`src/rtl/bpfe_pkg.sv`:
```
// Shared types, constants and helper functions for the bicubic patch block.
// Used by every module under rtl; depends on nothing else.
package bpfe_pkg;

  localparam int SAMPLE_BITS   = 32;
  localparam int FRACTION_BITS = 16;
  localparam int VAL_BITS      = 48;
  localparam int CFG_BITS      = 31;
  localparam int COORD_BITS    = 32;
  localparam int SUM_BITS      = 60;
  localparam int QUEUE_DEPTH   = 2;

  localparam logic [CFG_BITS-1:0] CFG_RESET = 31'd65536;

  localparam logic [1:0] OP_LOAD  = 2'd0;
  localparam logic [1:0] OP_BUILD = 2'd1;
  localparam logic [1:0] OP_QUERY = 2'd2;

  localparam logic [3:0] QTY_LAST_DERIV = 4'd9;
  localparam logic [3:0] QTY_INTEGRAL   = 4'd10;

  localparam logic [1:0] REG_CELL_WIDTH     = 2'd0;
  localparam logic [1:0] REG_CELL_HEIGHT    = 2'd1;
  localparam logic [1:0] REG_INVERSE_WIDTH  = 2'd2;
  localparam logic [1:0] REG_INVERSE_HEIGHT = 2'd3;

  localparam logic signed [SUM_BITS-1:0] VAL_MAX = SUM_BITS'(48'sh7FFF_FFFF_FFFF);
  localparam logic signed [SUM_BITS-1:0] VAL_MIN = -VAL_MAX - SUM_BITS'(1);

  typedef struct packed {
    logic [1:0]                    op;
    logic [3:0]                    sample_index;
    logic signed [SAMPLE_BITS-1:0] sample_value;
    logic signed [COORD_BITS-1:0]  query_x;
    logic signed [COORD_BITS-1:0]  query_y;
    logic [3:0]                    quantity;
  } req_t;

  typedef struct packed {
    logic signed [VAL_BITS-1:0] result_value;
    logic                       saturated;
  } rsp_t;

  typedef struct packed {
    logic [CFG_BITS-1:0] cell_width;
    logic [CFG_BITS-1:0] cell_height;
    logic [CFG_BITS-1:0] inverse_width;
    logic [CFG_BITS-1:0] inverse_height;
  } cfg_t;

  typedef enum logic [1:0] {CMD_LOAD, CMD_BUILD, CMD_QUERY} cmd_kind_t;
  typedef enum logic [1:0] {QK_DERIV, QK_INTEGRAL, QK_NONE} qkind_t;

  typedef struct packed {
    cmd_kind_t                     kind;
    logic [3:0]                    sample_index;
    logic signed [SAMPLE_BITS-1:0] sample_value;
    logic signed [COORD_BITS-1:0]  query_x;
    logic signed [COORD_BITS-1:0]  query_y;
    qkind_t                        qkind;
    logic [1:0]                    ox;
    logic [1:0]                    oy;
  } cmd_t;

  typedef enum logic [3:0] {
    S_IDLE, S_BACC, S_BRND, S_BSCL, S_BGET, S_MULW, S_QPX, S_QPXG,
    S_QPY, S_QPYG, S_QT1, S_QT2, S_QT3, S_QDIV, S_QNEXT, S_QFIN
  } back_state_t;

  typedef logic signed [5:0] kcoef_t;

  // Bicubic convolution matrix in quarter units
  localparam kcoef_t KMAT [16][16] = '{
    '{0,0,0,0,0,4,0,0,0,0,0,0,0,0,0,0},
    '{0,0,0,0,-2,0,2,0,0,0,0,0,0,0,0,0},
    '{0,0,0,0,4,-10,8,-2,0,0,0,0,0,0,0,0},
    '{0,0,0,0,-2,6,-6,2,0,0,0,0,0,0,0,0},
    '{0,-2,0,0,0,0,0,0,0,2,0,0,0,0,0,0},
    '{1,0,-1,0,0,0,0,0,-1,0,1,0,0,0,0,0},
    '{-2,5,-4,1,0,0,0,0,2,-5,4,-1,0,0,0,0},
    '{1,-3,3,-1,0,0,0,0,-1,3,-3,1,0,0,0,0},
    '{0,4,0,0,0,-10,0,0,0,8,0,0,0,-2,0,0},
    '{-2,0,2,0,5,0,-5,0,-4,0,4,0,1,0,-1,0},
    '{4,-10,8,-2,-10,25,-20,5,8,-20,16,-4,-2,5,-4,1},
    '{-2,6,-6,2,5,-15,15,-5,-4,12,-12,4,1,-3,3,-1},
    '{0,-2,0,0,0,6,0,0,0,-6,0,0,0,2,0,0},
    '{1,0,-1,0,-3,0,3,0,3,0,-3,0,-1,0,1,0},
    '{-2,5,-4,1,6,-15,12,-3,-6,15,-12,3,2,-5,4,-1},
    '{1,-3,3,-1,-3,9,-9,3,3,-9,9,-3,-1,3,-3,1}
  };

  function automatic logic [1:0] order_x(input logic [3:0] q);
    case (q)
      4'd1, 4'd4, 4'd8: order_x = 2'd1;
      4'd3, 4'd7:       order_x = 2'd2;
      4'd6:             order_x = 2'd3;
      default:          order_x = 2'd0;
    endcase
  endfunction

  function automatic logic [1:0] order_y(input logic [3:0] q);
    case (q)
      4'd2, 4'd4, 4'd7: order_y = 2'd1;
      4'd5, 4'd8:       order_y = 2'd2;
      4'd9:             order_y = 2'd3;
      default:          order_y = 2'd0;
    endcase
  endfunction

  // Falling factorial i!/(i-o)! for o <= i
  function automatic logic [2:0] fall(input logic [1:0] o, input logic [1:0] i);
    case (o)
      2'd0:    fall = 3'd1;
      2'd1:    fall = {1'b0, i};
      2'd2:    fall = (i == 2'd3) ? 3'd6 : 3'd2;
      default: fall = 3'd6;
    endcase
  endfunction

  function automatic logic [VAL_BITS-1:0] mag48(input logic signed [VAL_BITS-1:0] v);
    mag48 = v[VAL_BITS-1] ? VAL_BITS'(-v) : VAL_BITS'(v);
  endfunction

  // {clipped, value} of a wide sum clamped to the result range
  function automatic logic [VAL_BITS:0] clamp_val(input logic signed [SUM_BITS-1:0] v);
    if (v > VAL_MAX) begin
      clamp_val = {1'b1, VAL_BITS'(VAL_MAX)};
    end else if (v < VAL_MIN) begin
      clamp_val = {1'b1, VAL_BITS'(VAL_MIN)};
    end else begin
      clamp_val = {1'b0, VAL_BITS'(v)};
    end
  endfunction

endpackage

```
`src/rtl/bpfe_queue.sv`:
```
// Short command queue between intake and execution.
// Depends on bpfe_pkg.
module bpfe_queue (
  input  logic           clk,
  input  logic           rst,
  input  logic           push,
  input  bpfe_pkg::cmd_t din,
  output logic           full,
  input  logic           pop,
  output logic           head_valid,
  output bpfe_pkg::cmd_t head
);

  localparam int DEPTH = bpfe_pkg::QUEUE_DEPTH;
  localparam int PW    = (DEPTH > 1) ? $clog2(DEPTH) : 1;
  localparam int CW    = $clog2(DEPTH + 1);

  bpfe_pkg::cmd_t slots [DEPTH];
  logic [PW-1:0]  wr_ptr;
  logic [PW-1:0]  rd_ptr;
  logic [CW-1:0]  count;

  assign full       = (count == CW'(DEPTH));
  assign head_valid = (count != '0);
  assign head       = slots[rd_ptr];

  always_ff @(posedge clk) begin
    if (rst) begin
      wr_ptr <= '0;
      rd_ptr <= '0;
      count  <= '0;
    end else begin
      if (push) begin
        wr_ptr <= (wr_ptr == PW'(DEPTH - 1)) ? '0 : wr_ptr + PW'(1);
      end
      if (pop) begin
        rd_ptr <= (rd_ptr == PW'(DEPTH - 1)) ? '0 : rd_ptr + PW'(1);
      end
      if (push && !pop) begin
        count <= count + CW'(1);
      end else if (pop && !push) begin
        count <= count - CW'(1);
      end
    end
  end

  always_ff @(posedge clk) begin
    if (push) begin
      slots[wr_ptr] <= din;
    end
  end

endmodule

```
`config.mk`:
```
export PLATFORM = sky130hd
export DESIGN_NAME = bpfe_queue
export DESIGN_NICKNAME = d
export VERILOG_FILES = /design/src/rtl/bpfe_pkg.sv /design/src/rtl/bpfe_queue.sv
export SDC_FILE = /design/constraint.sdc
export NUM_CORES = 1
export LEC_CHECK = 0
export ABC_CLOCK_PERIOD_IN_PS = 8700
export BUFFER_PORTS_ARGS = -buffer_cell sky130_fd_sc_hd__buf_2
export CAP_MARGIN = 0
export CORE_ASPECT_RATIO = 0.5
export CORE_MARGIN = 5
export CORE_UTILIZATION = 35
export CTS_CLUSTER_DIAMETER = 200
export DETAILED_ROUTE_END_ITERATION = 8
export GPL_TIMING_DRIVEN = 1
export PLACE_DENSITY = 0.56
export SYNTH_ARGS = -nofsm -noshare
export SYNTH_HDL_FRONTEND = slang
export SYNTH_SLANG_ARGS = --single-unit
```
`constraint.sdc`:
```
create_clock -name clk -period 8.7 [get_ports clk]
set_input_delay 2.61 -clock clk [delete_from_list [all_inputs] [get_ports clk]]
set_output_delay 2.61 -clock clk [all_outputs]
set_load 0.005 [all_outputs]
```
==> results_tabular.tex <==
\begin{tabular}{lr}
\hline
Metric & Value \\
\hline
\multicolumn{2}{l}{\textbf{STA}} \\
Worst slew pin tran & 904 ps \\
Final hold vios & 0 \\
Period utilisation layout & 61.5\% \\
Tightest slew margin relative to the limit & 39.8\% \\
Sum of negative setup slack & 0 ps \\
Number of setup violations in the final report & 0 \\
Final worst clock skew & 10.3 ps \\
Setup repair after global routing missed its margin & false \\
Total count of max-transition violations in the final report & 0 \\
Minimum period implied by the final worst setup slack & 5350 ps \\
Upper clock frequency limit & 187 MHz \\
\multicolumn{2}{l}{\textbf{Clock tree}} \\
Setup bufs post-CTS & 0 \\
Sinks on the clock net & 221 \\
Clock tree from TritonCTS & done \\
Clock-pin slew reported for the worst setup and hold paths after clock tree synthesis & 60 ps \\
Resize count post-CTS & 0 \\
Number of buffers added to fix hold violations after cts & 0 \\
Clk buf depth & 3 \\
Number of buffers created by CTS & 21 \\
H-tree levels & 1 \\
Cell at the root of the clock tree & clkbuf\_16 \\
Worst-Skew Late Latency & 500 ps \\
\multicolumn{2}{l}{\textbf{Detailed routing}} \\
Detail-routed net length per standard cell & 18.8 µm \\
Number of DRC markers after the initial detailed-route iteration & 200 \\
Met3 routed wirelength & 565 µm \\
DRC errors left & 0 \\
Detailed Routing Iterations Pass 1 & 4 \\
Final ANT Viol Nets & 0 \\
Metal2 WL & 9530 µm \\
Overall via count from detail\_route & 4042 \\
Wl on met1 & 6370 µm \\
Total wire length after detailed routing & 17200 µm \\
Vias per inst & 4.43 \\
Top layer in use & met4 \\
\multicolumn{2}{l}{\textbf{Logic synthesis}} \\
Sequential area share after synthesis & 81.6\% \\
Synth Instances & 358 \\
Flip-flop and latch count after synthesis & 221 \\
Ranking of synthesized cells by area & edfxtp\_1, mux2\_2, mux2\_4 \\
Summed instance area of the synthesized netlist & 8070 µm² \\
Cell taking the most area after synthesis & edfxtp\_1 \\
Post-synth top area share & 80.4\% \\
Yosys warns & 0 \\
Number of nets produced by synthesis & 471 \\
Unique masters post-synth & 17 \\
Mean instance size in the synthesized netlist & 22.5 µm² \\
\multicolumn{2}{l}{\textbf{Power}} \\
Max rail drop VDD & 99.3 µV \\
Total power per unit cell area & 234 nW/µm² \\
Standby leakage power & 3.81 nW \\
\multicolumn{2}{l}{\textbf{Placed design}} \\
Post-detailed-placement cell area & 9520 µm² \\
Detailed placement HPWL & 11400 µm \\
Routability cong. & 0.813 \\
Cell count after placement & 877 \\
Port bufs & 221 \\
\multicolumn{2}{l}{\textbf{Floorplanning}} \\
Row count & 39 \\
Initial standard-cell utilization of the core & 35.5\% \\
Die width & 225 µm \\
Floorplan die area & 26400 µm² \\
Core Area & 22700 µm² \\
Vertical extent of the die & 117 µm \\
Number of top-level pins & 222 \\
\multicolumn{2}{l}{\textbf{Layout}} \\
Number of inserted diodes & 0 \\
Top library cells by usage in the layout, fill and taps aside & buf\_2, edfxtp\_1, mux2\_2 \\
Leading cell type in the layout, fill and taps excluded & buf\_2 \\
Number of fill cells in the layout & 2043 \\
Layout cells sized above 1 & 60.5\% \\
Non-filler cells in the finished layout & 912 \\
Relative area change from synthesis to final layout & 26.1\% \\
Post-route standard cell area excluding fillers & 10200 µm² \\
Layout net count & 706 \\
\multicolumn{2}{l}{\textbf{Setup path}} \\
Worst Path Arrival & 2740 ps \\
Critical path endpoint category & output pin \\
Maximum fanout encountered on the critical timing path & 62 \\
Critical R2R Launch & wr\_ptr \\
Worst Setup Start Kind & flop \\
Type of the worst setup path & flop to output pin \\
CP required & 6090 ps \\
\multicolumn{2}{l}{\textbf{GRT}} \\
Gr ovfl total & 0 \\
Antenna violations before repair & 0 \\
Vias in the first global route & 4404 \\
Combined global-route utilization of all metal layers & 12.7\% \\
Wire length of the first global-routing pass & 26000 µm \\
Largest net degree at the start of global routing & 87 \\
\multicolumn{2}{l}{\textbf{Job}} \\
Max-cap viol count & 0 \\
\multicolumn{2}{l}{\textbf{Min path}} \\
Class of the tightest hold or removal check & flop to flop \\
Beginning of the worst hold path & count[1] \\
\multicolumn{2}{l}{\textbf{Status}} \\
Status & completed \\
\hline
\end{tabular}
==> per-layer routing <==
metal  vias to the layer above  GRT usage (%)
met5                         -              0
met3                        43           2.67
met4                         0           4.87
met1                      2038           13.9
li1                       1886              -
met2                        75           24.1
==> final timing paths <==
path | cells past startpoint | slack, ps | endpoint
min | 2 | 500 | count[1]
min reg2reg | 2 | 500 | count[1]
max reg2reg | 2 | 6400 | slots[1][50]
max | 3 | 3350 | head[87]
==> report_power, final <==
group / switching, W / total, W / internal (W) / leakage (nW)
Combinational: 0.000105 / 0.000226 / 0.000121 / 1.43
Clock: 0.000382 / 0.000885 / 0.000502 / 0.311
Sequential: 0.0000283 / 0.00127 / 0.00124 / 2.07
Total: 0.000515 / 0.00238 / 0.00187 / 3.81
==> critical path: stages (launching register included) <==
cell and delay (ps):
dfxtp_4 920, buf_4 700, mux2_2 400, buf_2 130
==> cell type report <==
class                           count  area (µm²)  share of cell area (%)
Tap cell                          307         384                    3.77
Sequential cell                   221        6590                    64.7
Inverter                            1        3.75                  0.0369
Multi-Input combinational cell    124        1410                    13.8
Clock inverter                     12         121                    1.19
Clock buffer                       23         533                    5.24
Timing Repair Buffer              224        1140                    11.2
==> through the flow <==
| stage | power (W) | hold WS, ps | utilization [%] | setup WS [ps] |
|---|---|---|---|---|
| after floorplan | 0.00141 | 456 | - | 807 |
| after global placement | 0.00152 | 479 | 41.9 | 3840 |
| after detailed placement | 0.00153 | 493 | 41.9 | 3820 |
| after CTS | 0.00242 | 502 | 44.8 | 3270 |
| after global routing | 0.00248 | 544 | 44.8 | 3170 |
| final | 0.00238 | 499 | 44.8 | 3350 |
==> Yosys cell counts, drive strengths merged <==
library cell	count
a21oi	1
and2	1
buf	12
dfxtp	5
edfxtp	216
ha	1
inv	1
mux2	108
nor2	4
nor2b	2
o21ai	1
or2	1
or3	1
xnor2	2
xor2	2
==> state kept, by name, indices dropped and copies added, names as in the netlist, named ones only <==
register	flops
rd_ptr	1
wr_ptr	1
slots	216
count	2
==> kinds of logic after synthesis <==
family	after synthesis	synth area share (%)
AO/OA/AOI/OAI	2	0.124
XOR/XNOR	4	0.434
adder cells (fa/ha/maj)	1	0.155
buffers and inverters	13	1.10
flip-flops	221	81.6
multiplexers	108	16.0
AND/OR/NAND/NOR	9	0.574
Note: power is estimated with default switching activity, not from simulation.
