### src/rtl/bpfe_pkg.sv
// Shared types, constants and helper functions for the bicubic patch block.
// Used by every module under rtl; depends on nothing else.
package bpfe_pkg;

  localparam int SAMPLE_BITS   = 32;
  localparam int FRACTION_BITS = 16;
  localparam int VAL_BITS      = 48;
  localparam int CFG_BITS      = 31;
  localparam int COORD_BITS    = 32;
  localparam int SUM_BITS      = 60;
  localparam int QUEUE_DEPTH   = 2;

  localparam logic [CFG_BITS-1:0] CFG_RESET = 31'd65536;

  localparam logic [1:0] OP_LOAD  = 2'd0;
  localparam logic [1:0] OP_BUILD = 2'd1;
  localparam logic [1:0] OP_QUERY = 2'd2;

  localparam logic [3:0] QTY_LAST_DERIV = 4'd9;
  localparam logic [3:0] QTY_INTEGRAL   = 4'd10;

  localparam logic [1:0] REG_CELL_WIDTH     = 2'd0;
  localparam logic [1:0] REG_CELL_HEIGHT    = 2'd1;
  localparam logic [1:0] REG_INVERSE_WIDTH  = 2'd2;
  localparam logic [1:0] REG_INVERSE_HEIGHT = 2'd3;

  localparam logic signed [SUM_BITS-1:0] VAL_MAX = SUM_BITS'(48'sh7FFF_FFFF_FFFF);
  localparam logic signed [SUM_BITS-1:0] VAL_MIN = -VAL_MAX - SUM_BITS'(1);

  typedef struct packed {
    logic [1:0]                    op;
    logic [3:0]                    sample_index;
    logic signed [SAMPLE_BITS-1:0] sample_value;
    logic signed [COORD_BITS-1:0]  query_x;
    logic signed [COORD_BITS-1:0]  query_y;
    logic [3:0]                    quantity;
  } req_t;

  typedef struct packed {
    logic signed [VAL_BITS-1:0] result_value;
    logic                       saturated;
  } rsp_t;

  typedef struct packed {
    logic [CFG_BITS-1:0] cell_width;
    logic [CFG_BITS-1:0] cell_height;
    logic [CFG_BITS-1:0] inverse_width;
    logic [CFG_BITS-1:0] inverse_height;
  } cfg_t;

  typedef enum logic [1:0] {CMD_LOAD, CMD_BUILD, CMD_QUERY} cmd_kind_t;
  typedef enum logic [1:0] {QK_DERIV, QK_INTEGRAL, QK_NONE} qkind_t;

  typedef struct packed {
    cmd_kind_t                     kind;
    logic [3:0]                    sample_index;
    logic signed [SAMPLE_BITS-1:0] sample_value;
    logic signed [COORD_BITS-1:0]  query_x;
    logic signed [COORD_BITS-1:0]  query_y;
    qkind_t                        qkind;
    logic [1:0]                    ox;
    logic [1:0]                    oy;
  } cmd_t;

  typedef enum logic [3:0] {
    S_IDLE, S_BACC, S_BRND, S_BSCL, S_BGET, S_MULW, S_QPX, S_QPXG,
    S_QPY, S_QPYG, S_QT1, S_QT2, S_QT3, S_QDIV, S_QNEXT, S_QFIN
  } back_state_t;

  typedef logic signed [5:0] kcoef_t;

  // Bicubic convolution matrix in quarter units
  localparam kcoef_t KMAT [16][16] = '{
    '{0,0,0,0,0,4,0,0,0,0,0,0,0,0,0,0},
    '{0,0,0,0,-2,0,2,0,0,0,0,0,0,0,0,0},
    '{0,0,0,0,4,-10,8,-2,0,0,0,0,0,0,0,0},
    '{0,0,0,0,-2,6,-6,2,0,0,0,0,0,0,0,0},
    '{0,-2,0,0,0,0,0,0,0,2,0,0,0,0,0,0},
    '{1,0,-1,0,0,0,0,0,-1,0,1,0,0,0,0,0},
    '{-2,5,-4,1,0,0,0,0,2,-5,4,-1,0,0,0,0},
    '{1,-3,3,-1,0,0,0,0,-1,3,-3,1,0,0,0,0},
    '{0,4,0,0,0,-10,0,0,0,8,0,0,0,-2,0,0},
    '{-2,0,2,0,5,0,-5,0,-4,0,4,0,1,0,-1,0},
    '{4,-10,8,-2,-10,25,-20,5,8,-20,16,-4,-2,5,-4,1},
    '{-2,6,-6,2,5,-15,15,-5,-4,12,-12,4,1,-3,3,-1},
    '{0,-2,0,0,0,6,0,0,0,-6,0,0,0,2,0,0},
    '{1,0,-1,0,-3,0,3,0,3,0,-3,0,-1,0,1,0},
    '{-2,5,-4,1,6,-15,12,-3,-6,15,-12,3,2,-5,4,-1},
    '{1,-3,3,-1,-3,9,-9,3,3,-9,9,-3,-1,3,-3,1}
  };

  function automatic logic [1:0] order_x(input logic [3:0] q);
    case (q)
      4'd1, 4'd4, 4'd8: order_x = 2'd1;
      4'd3, 4'd7:       order_x = 2'd2;
      4'd6:             order_x = 2'd3;
      default:          order_x = 2'd0;
    endcase
  endfunction

  function automatic logic [1:0] order_y(input logic [3:0] q);
    case (q)
      4'd2, 4'd4, 4'd7: order_y = 2'd1;
      4'd5, 4'd8:       order_y = 2'd2;
      4'd9:             order_y = 2'd3;
      default:          order_y = 2'd0;
    endcase
  endfunction

  // Falling factorial i!/(i-o)! for o <= i
  function automatic logic [2:0] fall(input logic [1:0] o, input logic [1:0] i);
    case (o)
      2'd0:    fall = 3'd1;
      2'd1:    fall = {1'b0, i};
      2'd2:    fall = (i == 2'd3) ? 3'd6 : 3'd2;
      default: fall = 3'd6;
    endcase
  endfunction

  function automatic logic [VAL_BITS-1:0] mag48(input logic signed [VAL_BITS-1:0] v);
    mag48 = v[VAL_BITS-1] ? VAL_BITS'(-v) : VAL_BITS'(v);
  endfunction

  // {clipped, value} of a wide sum clamped to the result range
  function automatic logic [VAL_BITS:0] clamp_val(input logic signed [SUM_BITS-1:0] v);
    if (v > VAL_MAX) begin
      clamp_val = {1'b1, VAL_BITS'(VAL_MAX)};
    end else if (v < VAL_MIN) begin
      clamp_val = {1'b1, VAL_BITS'(VAL_MIN)};
    end else begin
      clamp_val = {1'b0, VAL_BITS'(v)};
    end
  endfunction

endpackage

### src/rtl/bpfe_front.sv
// Request intake: accepts requests, drops unknown opcodes, decodes the quantity.
// Depends on bpfe_pkg.
module bpfe_front (
  input  logic              req_valid,
  output logic              req_ready,
  input  bpfe_pkg::req_t    req,
  input  logic              full,
  output logic              push,
  output bpfe_pkg::cmd_t    cmd
);

  logic known;

  always_comb begin
    known               = 1'b1;
    cmd.sample_index    = req.sample_index;
    cmd.sample_value    = req.sample_value;
    cmd.query_x         = req.query_x;
    cmd.query_y         = req.query_y;
    cmd.ox              = bpfe_pkg::order_x(req.quantity);
    cmd.oy              = bpfe_pkg::order_y(req.quantity);
    cmd.kind            = bpfe_pkg::CMD_LOAD;
    unique case (req.op)
      bpfe_pkg::OP_LOAD:  cmd.kind = bpfe_pkg::CMD_LOAD;
      bpfe_pkg::OP_BUILD: cmd.kind = bpfe_pkg::CMD_BUILD;
      bpfe_pkg::OP_QUERY: cmd.kind = bpfe_pkg::CMD_QUERY;
      default:            known    = 1'b0;
    endcase
    if (req.quantity == bpfe_pkg::QTY_INTEGRAL) begin
      cmd.qkind = bpfe_pkg::QK_INTEGRAL;
    end else if (req.quantity <= bpfe_pkg::QTY_LAST_DERIV) begin
      cmd.qkind = bpfe_pkg::QK_DERIV;
    end else begin
      cmd.qkind = bpfe_pkg::QK_NONE;
    end
  end

  assign req_ready = !full;
  assign push      = req_valid && !full && known;

endmodule

### config.mk
export PLATFORM = sky130hd
export DESIGN_NAME = bpfe_front
export DESIGN_NICKNAME = d
export VERILOG_FILES = /design/src/rtl/bpfe_pkg.sv /design/src/rtl/bpfe_front.sv
export SDC_FILE = /design/constraint.sdc
export NUM_CORES = 1
export LEC_CHECK = 0
export BUFFER_PORTS_ARGS = -buffer_cell sky130_fd_sc_hd__buf_2
export CELL_PAD_IN_SITES_DETAIL_PLACEMENT = 0
export CELL_PAD_IN_SITES_GLOBAL_PLACEMENT = 1
export CORE_MARGIN = 4
export CORE_UTILIZATION = 11
export DETAILED_ROUTE_END_ITERATION = 6
export MAX_ROUTING_LAYER = met4
export PLACE_DENSITY = 0.87
export SLEW_MARGIN = 20
export SYNTH_ARGS = -nofsm -noshare
export SYNTH_HDL_FRONTEND = slang
export SYNTH_SLANG_ARGS = --single-unit
### constraint.sdc
create_clock -name vclk -period 0.85
set_input_delay 0.1275 -clock vclk [all_inputs]
set_output_delay 0.1275 -clock vclk [all_outputs]
set_load 0.05 [all_outputs]
==> results of run 1 <==
-- per-layer routing --
| layer | part of all wire | vias to the layer above |
|---|---|---|
| li1 | - | 136 |
| met1 | 0.21 | 151 |
| met2 | 0.33 | 58 |
| met3 | 0.25 | 54 |
| met4 | 0.22 | 0 |
| met5 | 0 | - |
-- logic make-up after synthesis --
| group | after synthesis | synth area share |
|---|---|---|
| buffers and inverters | 103 | 0.852 |
| AND/OR/NAND/NOR | 13 | 0.0954 |
| AO/OA/AOI/OAI | 6 | 0.0429 |
| XOR/XNOR | 1 | 0.00968 |
-- timing repair --
item	CTS	global route
gates resized for setup	34	2
endpoints found under the setup margin	7	6
pin swaps	5	1
buffers inserted	1	2
-- power groups by stage --
| stage | clock [uW] | sequential [uW] | combinational (uW) |
|---|---|---|---|
| 2_1_floorplan | 0 | 0 | 1470 |
| 3_3_place_gp | 0 | 0 | 280 |
| 3_5_place_dp | 0 | 0 | 284 |
| 4_1_cts | 0 | 0 | 363 |
| 5_1_grt | 0 | 0 | 390 |
| 6_report | 0 | 0 | 371 |
-- cell type report --
class | count | area (sq um)
Fill cell | 930 | 7190
Timing Repair Buffer | 28 | 269
Multi-Input combinational cell | 20 | 258
Tap cell | 102 | 128
Inverter | 1 | 7.51
-- placed cells by master, fill, tap and decap left out, drive strengths merged, types with 2 or more instances in the layout --
cell	synthesis	layout
nor2b	4	4
nor3b	2	2
buf	102	28
a21oi	2	2
nand2	2	2
-- Yosys cell counts (all sizes together) --
library cell / n / area share
a21oi: 2 / 0.011
a31oi: 1 / 0.0069
and3: 1 / 0.0069
and4bb: 1 / 0.014
buf: 102 / 0.85
inv: 1 / 0.0041
nand2: 2 / 0.0083
nand2b: 1 / 0.0069
nor2: 1 / 0.0041
nor2b: 4 / 0.028
nor3b: 2 / 0.017
o21ai: 1 / 0.0055
o21ba: 1 / 0.011
o31ai: 1 / 0.0083
or4b: 1 / 0.011
xnor2: 1 / 0.0097
-- critical path, delay by kind of cell --
kind                   cells  cell delay (ns)
buffers and inverters      2             0.25
AOI/OAI and AO/OA          1             0.08
and+or+nand+nor            1             0.54
-- metrics by stage --
step                power, uW  TNS (ns)  cell area (sq um)  hold slack [ns]  setup WS (ns)
CTS                       363     -1.03                639            0.255         -0.288
detailed placement        284     -1.93                498            0.255         -0.446
global placement          280     -1.84                498            0.255         -0.438
finish                    371    -0.951                662            0.255         -0.277
floorplan                1470    -0.595               1010            0.321         -0.172
global route              390     -1.15                662            0.255         -0.291
-- path summary, 6_finish.rpt --
kind	start	to	slack, ns	depth (start not counted)
setup / recovery	req[1]	cmd[2]	-0.28	4
hold / removal	req[17]	cmd[19]	0.26	0
==> impl_metrics.toml, run 1 <==
[pwr]
power.density_cell_area_mw_per_mm2 = 561
cell_internal_pwr_uw = 172
seq_power_share = 0
total_leakage_power_uw = 0.000246
clockPowerShare = 0
power.switching_uw = 199
ir_worst_vdd_mv = 0.115
comb_power_share = 1.000
fraction_of_power_spent_switching_nets = 0.536

[flow_run]
cap_violations = 0

[floorplan]
core_area_sq_mm = 0.00785
initial_utilization = 0.115
boundaryPins = 218
die-area_sq_mm = 0.00974
die_h_um = 98.7
die_width_um = 98.7
num_rows = 32

[global_routing]
first_global_vias = 429
grt_first_pass_wirelength_um = 2450
grt_util_met2 = 0.0328
global_route.peak_usage_layer = "met4"
grt_use_met3 = 0.0290
grt_antenna_before_repair = 0
overall_global_routing_resource_usage = 0.0325
grt_max_degree = 8
grt.overflow.total = 0
global_route.usage.met1 = 0.0194

[setup_path]
worstPathCellList = "buf_6 -> or4b_4 -> o21ai_4 -> buf_8"
slowest_delay_ns = 0.54
crit_path_class = "in -> out"
start_kind = "input port"
timing.critical_path.arrival_ns = 1.00
critical_path_required_ns = 0.72
cpMaxStageDelayCell = "or4b_4"
critical_path_peak_fanout = 3
worstSetupEndpointType = "primary output"

[timing]
maxSlewHeadroom = 0.833
fin_crit_period_ns = 1.13
rsz_0062_raised_after_global_routing = "yes"
slew_viol_final = 0
achievable-frequency_mhz = 887
portion_of_the_clock_cycle_consumed_by_the_worst_path_in_the_final_layout = 1.33
max_slew.worst_pin.slew_ns = 0.252
finalHoldViolations = 0
setup_ws_ns = -0.277
setup_violations = 6

[yosys]
synth_cell_types = 18
synth.avg_cell_area_sq_um = 7.35
synthesis.yosys.warnings = 0
syn-instance-count = 123
synth_area_sq_um = 905
synth.yosys.seq_area_share = 0
nets_in_the_synthesized_netlist = 231

[route]
route.vias.total = 399
post_drt_via_cell_ratio = 2.64
route.detailed.drc = 0
average_wire_length_per_cell_after_detail_routing_um = 12.0
totalWireLength_um = 1810
first_pass_iters = 1
initialDrtViolationCount = 0
drtAntennaViolNets = 0

[finish]
final_layout_size_suffix_gt1_frac = 0.939
instances_no_fill = 151
register_area_sq_um = 0
number_of_clock_buffer_instances_in_the_layout = 0
util_after_layout = 0.0843
seq_cell_count = 0
final_nets = 159
n_antenna_cell = 0
syn2layout_area_growth_pct = -26.8

[place]
hpwl_um = 1480
total_placed_cells_including_tap_cells = 148
place.gp.congestion = 0.571
portBuffers = 18

[cts]
post_cts_hold_buffer_count = 0

[status]
failing_checks = "negative setup slack"
outcome = "complete, but fails checks"

[hold_path]
timing.hold.worst.class = "in -> out"
No activity file was read; power rests on OpenSTA's default activity.
==> inputs of run 2 (changes only) <==
CORE_UTILIZATION = 12   (was 11)
PLACE_DENSITY = 0.9   (was 0.87)
clock period = 1.23 ns   (was 0.85 ns; I/O delays follow)
==> impl_metrics.toml, run 2 (synthesized netlist as in run 1, its figures left out) <==
[place]
place.gp.congestion = 0.682
dp_worst_setup_slack_ns = -0.120
placed_area_sq_um = 452
portBuffers = 18
hpwl_um = 1500

[pwr]
fraction_of_power_spent_switching_nets = 0.589
seq_power_share = 0
clockPowerShare = 0
cell_internal_pwr_uw = 81.0
power.density_cell_area_mw_per_mm2 = 386
ir_worst_vdd_mv = 0.116
total_leakage_power_uw = 0.000205
comb_power_share = 1.000
power.switching_uw = 116

[hold_path]
timing.hold.worst.class = "in -> out"
holdCritStartpoint = "req[21]"

[setup_path]
critical_path_required_ns = 1.05
start_kind = "input port"
worstSetupEndpointType = "primary output"
crit_path_class = "in -> out"
critical_path_peak_fanout = 3
startpoint = "req[3]"
timing.critical_path.arrival_ns = 1.05

[global_routing]
grt_use_met3 = 0.0359
first_global_vias = 444
grt_util_met2 = 0.0429
grt_max_degree = 8
grt_first_pass_wirelength_um = 2390
grt_antenna_before_repair = 0
global_route.usage.met1 = 0.0147
overall_global_routing_resource_usage = 0.0354
grt.overflow.total = 0
global_route.peak_usage_layer = "met4"

[finish]
n_antenna_cell = 0
layout_common_cells = "12 x buf_2, 11 x buf_4, 6 x buf_6"
number_of_clock_buffer_instances_in_the_layout = 0
util_after_layout = 0.0698
seq_cell_count = 0
syn2layout_area_growth_pct = -43.7
final_nets = 160
mostFrequentLayoutCell = "buf_2"
register_area_sq_um = 0
layout.cell_area.non_filler_sq_um = 509
final_layout_size_suffix_gt1_frac = 0.780

[route]
post_drt_via_cell_ratio = 2.82
drtAntennaViolNets = 0
totalWireLength_um = 1930
route.vias.total = 420
route.detailed.drc = 0
average_wire_length_per_cell_after_detail_routing_um = 12.9
initialDrtViolationCount = 9
first_pass_iters = 2

[timing]
portion_of_the_clock_cycle_consumed_by_the_worst_path_in_the_final_layout = 1.01
finalHoldViolations = 0
rsz_0062_raised_after_global_routing = "yes"
slew_viol_final = 0
max_slew.worst_pin.slew_ns = 0.258
achievable-frequency_mhz = 807
maxSlewHeadroom = 0.829
fin_crit_period_ns = 1.24
fin_tns_setup_ns = -0.00889
setup_violations = 1
setup_ws_ns = -0.00889

[status]
failing_checks = "negative setup slack"
outcome = "complete, but fails checks"

[floorplan]
initial_utilization = 0.124
boundaryPins = 218
die_width_um = 94.8
core_area_sq_mm = 0.00729
num_rows = 31
die-area_sq_mm = 0.00899
die_h_um = 94.8

[flow_run]
cap_violations = 0

[cts]
post_cts_hold_buffer_count = 0
run 2: cell count changes in the layout (fill, tap and decap cells not counted), sizes merged:
cell and change:
inv +1, clkinvlp -1, buf +1
run 2: power groups by stage:
stage	sequential, uW	combinational [uW]	clock (uW)
floorplan	0	989	0
finish	0	197	0
detailed placement	0	174	0
CTS	0	193	0
global route	0	208	0
global placement	0	173	0
run 2: area by class of cell:
class	instances	area, sq um
Inverter	1	3.75
Fill cell	885	6780
Tap cell	99	124
Multi-Input combinational cell	20	171
Timing Repair Buffer	29	210
run 2: per-layer routing:
layer	share of wire	wire length, um
met1	0.15	283
met2	0.39	748
met3	0.27	513
met4	0.20	382
met5	0	0
run 2: path summary, 6_finish.rpt:
kind / to / slack, ns / cells after the start
min: cmd[23] / 0.37 / 0
max: cmd[2] / -0.009 / 4
run 2: through the flow:
step	hold WS, ns	power [uW]	instances
2_1_floorplan	0.471	989	123
3_3_place_gp	0.369	173	148
3_5_place_dp	0.369	174	148
4_1_cts	0.369	193	149
5_1_grt	0.369	208	149
6_report	0.369	197	149
run 2: repair_timing:
item	4_1_cts	5_1_grt
buffers inserted	1	0
endpoints found under the setup margin	3	3
pin swaps	1	0
resized for setup	10	4
run 2: worst max-delay path, cell delays in order:
cell	delay [ns]
buf_6	0.10
or4b_4	0.52
o21ai_2	0.08
buf_6	0.17
==> inputs of run 3 (changes only) <==
ABC_AREA = 1   (was unset)
CORE_UTILIZATION = 11   (was 12)
PLACE_DENSITY = 0.86   (was 0.9)
==> impl_metrics.toml, run 3 <==
[status]
outcome = "finished, final reports clean"

[flow_run]
cap_violations = 0

[finish]
final_nets = 163
n_antenna_cell = 0
final_layout_size_suffix_gt1_frac = 0.453
seq_cell_count = 0
multiInputGateArea_sq_um = 134
mostFrequentLayoutCell = "buf_2"
register_area_sq_um = 0
fillerInstances = 931
number_of_clock_buffer_instances_in_the_layout = 0
layout_common_cells = "16 x buf_2, 13 x nor2_1, 9 x nand2_1"
syn2layout_area_growth_pct = -57.1
instances_no_fill = 155

[global_routing]
grt_antenna_before_repair = 0
global_route.usage.met1 = 0.0188
grt_util_met2 = 0.0524
global_route.peak_usage_layer = "met2"
first_global_vias = 423
grt.overflow.total = 0
overall_global_routing_resource_usage = 0.0351
grt_max_degree = 6
grt_first_pass_wirelength_um = 2500
grt_use_met3 = 0.0271

[route]
initialDrtViolationCount = 4
average_wire_length_per_cell_after_detail_routing_um = 12.8
first_pass_iters = 3
totalWireLength_um = 1980
route.vias.total = 428
drtAntennaViolNets = 0
post_drt_via_cell_ratio = 2.76
route.detailed.drc = 0

[timing]
portion_of_the_clock_cycle_consumed_by_the_worst_path_in_the_final_layout = 0.939
maxSlewHeadroom = 0.816
slew_viol_final = 0
fin_tns_setup_ns = 0
finalHoldViolations = 0
max_slew.worst_pin.slew_ns = 0.278
fin_crit_period_ns = 1.16
rsz_0062_raised_after_global_routing = "no"
achievable-frequency_mhz = 866
setup_violations = 0

[pwr]
fraction_of_power_spent_switching_nets = 0.742
power.switching_uw = 114
ir_worst_vdd_mv = 0.0377
seq_power_share = 0
power.density_cell_area_mw_per_mm2 = 403
clockPowerShare = 0
total_leakage_power_uw = 0.000174
cell_internal_pwr_uw = 39.7
comb_power_share = 1.000

[yosys]
synth_most_common_cell = "buf_4"
yosysTopAreaCell = "buf_4"
synthesis.yosys.warnings = 0
synth.yosys.seq_area_share = 0
synthTopCellsByArea = "buf_4 84%, nor2_1 5.9%, nand2_1 3.8%"
syn-instance-count = 135
nets_in_the_synthesized_netlist = 243
synth.cells.most_frequent = "100 x buf_4, 14 x nor2_1, 9 x nand2_1"
synth_cell_types = 8
synth_area_sq_um = 892
synth.avg_cell_area_sq_um = 6.61
yosys.area.top_type_share = 0.842

[place]
place.gp.congestion = 0.592
hpwl_um = 1680
portBuffers = 18
total_placed_cells_including_tap_cells = 155

[floorplan]
boundaryPins = 218
die_h_um = 98.1
die_width_um = 98.1
core_area_sq_mm = 0.00781
initial_utilization = 0.114
num_rows = 32
die-area_sq_mm = 0.00961

[setup_path]
crit_path_class = "in -> out"
start_kind = "input port"
critical_path_required_ns = 1.05
worstSetupEndpointType = "primary output"
timing.critical_path.arrival_ns = 0.97
critical_path_peak_fanout = 4

[cts]
post_cts_hold_buffer_count = 0
cts_setup_buffers = 0

[hold_path]
timing.hold.worst.class = "in -> out"
## run 3: changes by cell type in the layout (fill, tap and decap cells not counted), moves of 4 or more
cell	delta
buf_6	-6
nor2_1	+12
buf_2	+4
inv_1	+5
buf_4	-11
nand2_1	+7
## run 3: per-stage QoR
step	cell area, sq um	worst slack, ns	utilization	power [uW]	hold WS (ns)
2_1_floorplan	908	-0.0391	-	983	0.514
3_3_place_gp	375	0.0848	0.0481	150	0.369
3_5_place_dp	375	0.0668	0.0481	151	0.369
4_1_cts	375	0.0606	0.0481	152	0.369
5_1_grt	383	0.00167	0.0490	165	0.369
6_report	383	0.0747	0.0490	154	0.369
## run 3: per-layer routing
| metal | vias to the layer above | share of wire |
|---|---|---|
| li1 | 141 | - |
| met5 | - | 0 |
| met4 | 0 | 0.15 |
| met2 | 77 | 0.43 |
| met1 | 162 | 0.20 |
| met3 | 48 | 0.22 |
## run 3: cells by family after synthesis
group	synth area share
AOI/OAI and AO/OA	0.0252
and+or+nand+nor	0.104
buffers and inverters	0.871
## run 3: area by class of cell
| class | instances | share of cell area |
|---|---|---|
| Tap cell | 102 | 0.333 |
| Timing Repair Buffer | 18 | 0.248 |
| Multi-Input combinational cell | 28 | 0.350 |
| Inverter | 7 | 0.0686 |
## run 3: worst paths after layout
kind  cells after the start  slack [ns]  startpoint      end
min                       0        0.37     req[13]  cmd[15]
max                       7        0.07      req[2]   cmd[2]
## run 3: critical path, stage by stage
cell and delay, ns:
buf_2 0.11, inv_1 0.09, nand2_1 0.12, nor2_1 0.13, nor2_1 0.05, nand2_1 0.06, clkbuf_4 0.22
## run 3: power groups by stage
stage / clock, uW / sequential [uW] / combinational [uW]
after floorplan: 0 / 0 / 983
after global placement: 0 / 0 / 150
after detailed placement: 0 / 0 / 151
after CTS: 0 / 0 / 152
after global routing: 0 / 0 / 165
final: 0 / 0 / 154
## run 3: what timing repair did
action / in CTS / in global routing
endpoints found under the setup margin: 0 / 2
endpoints found under the hold margin: 0 / 0
resized for setup: 0 / 3
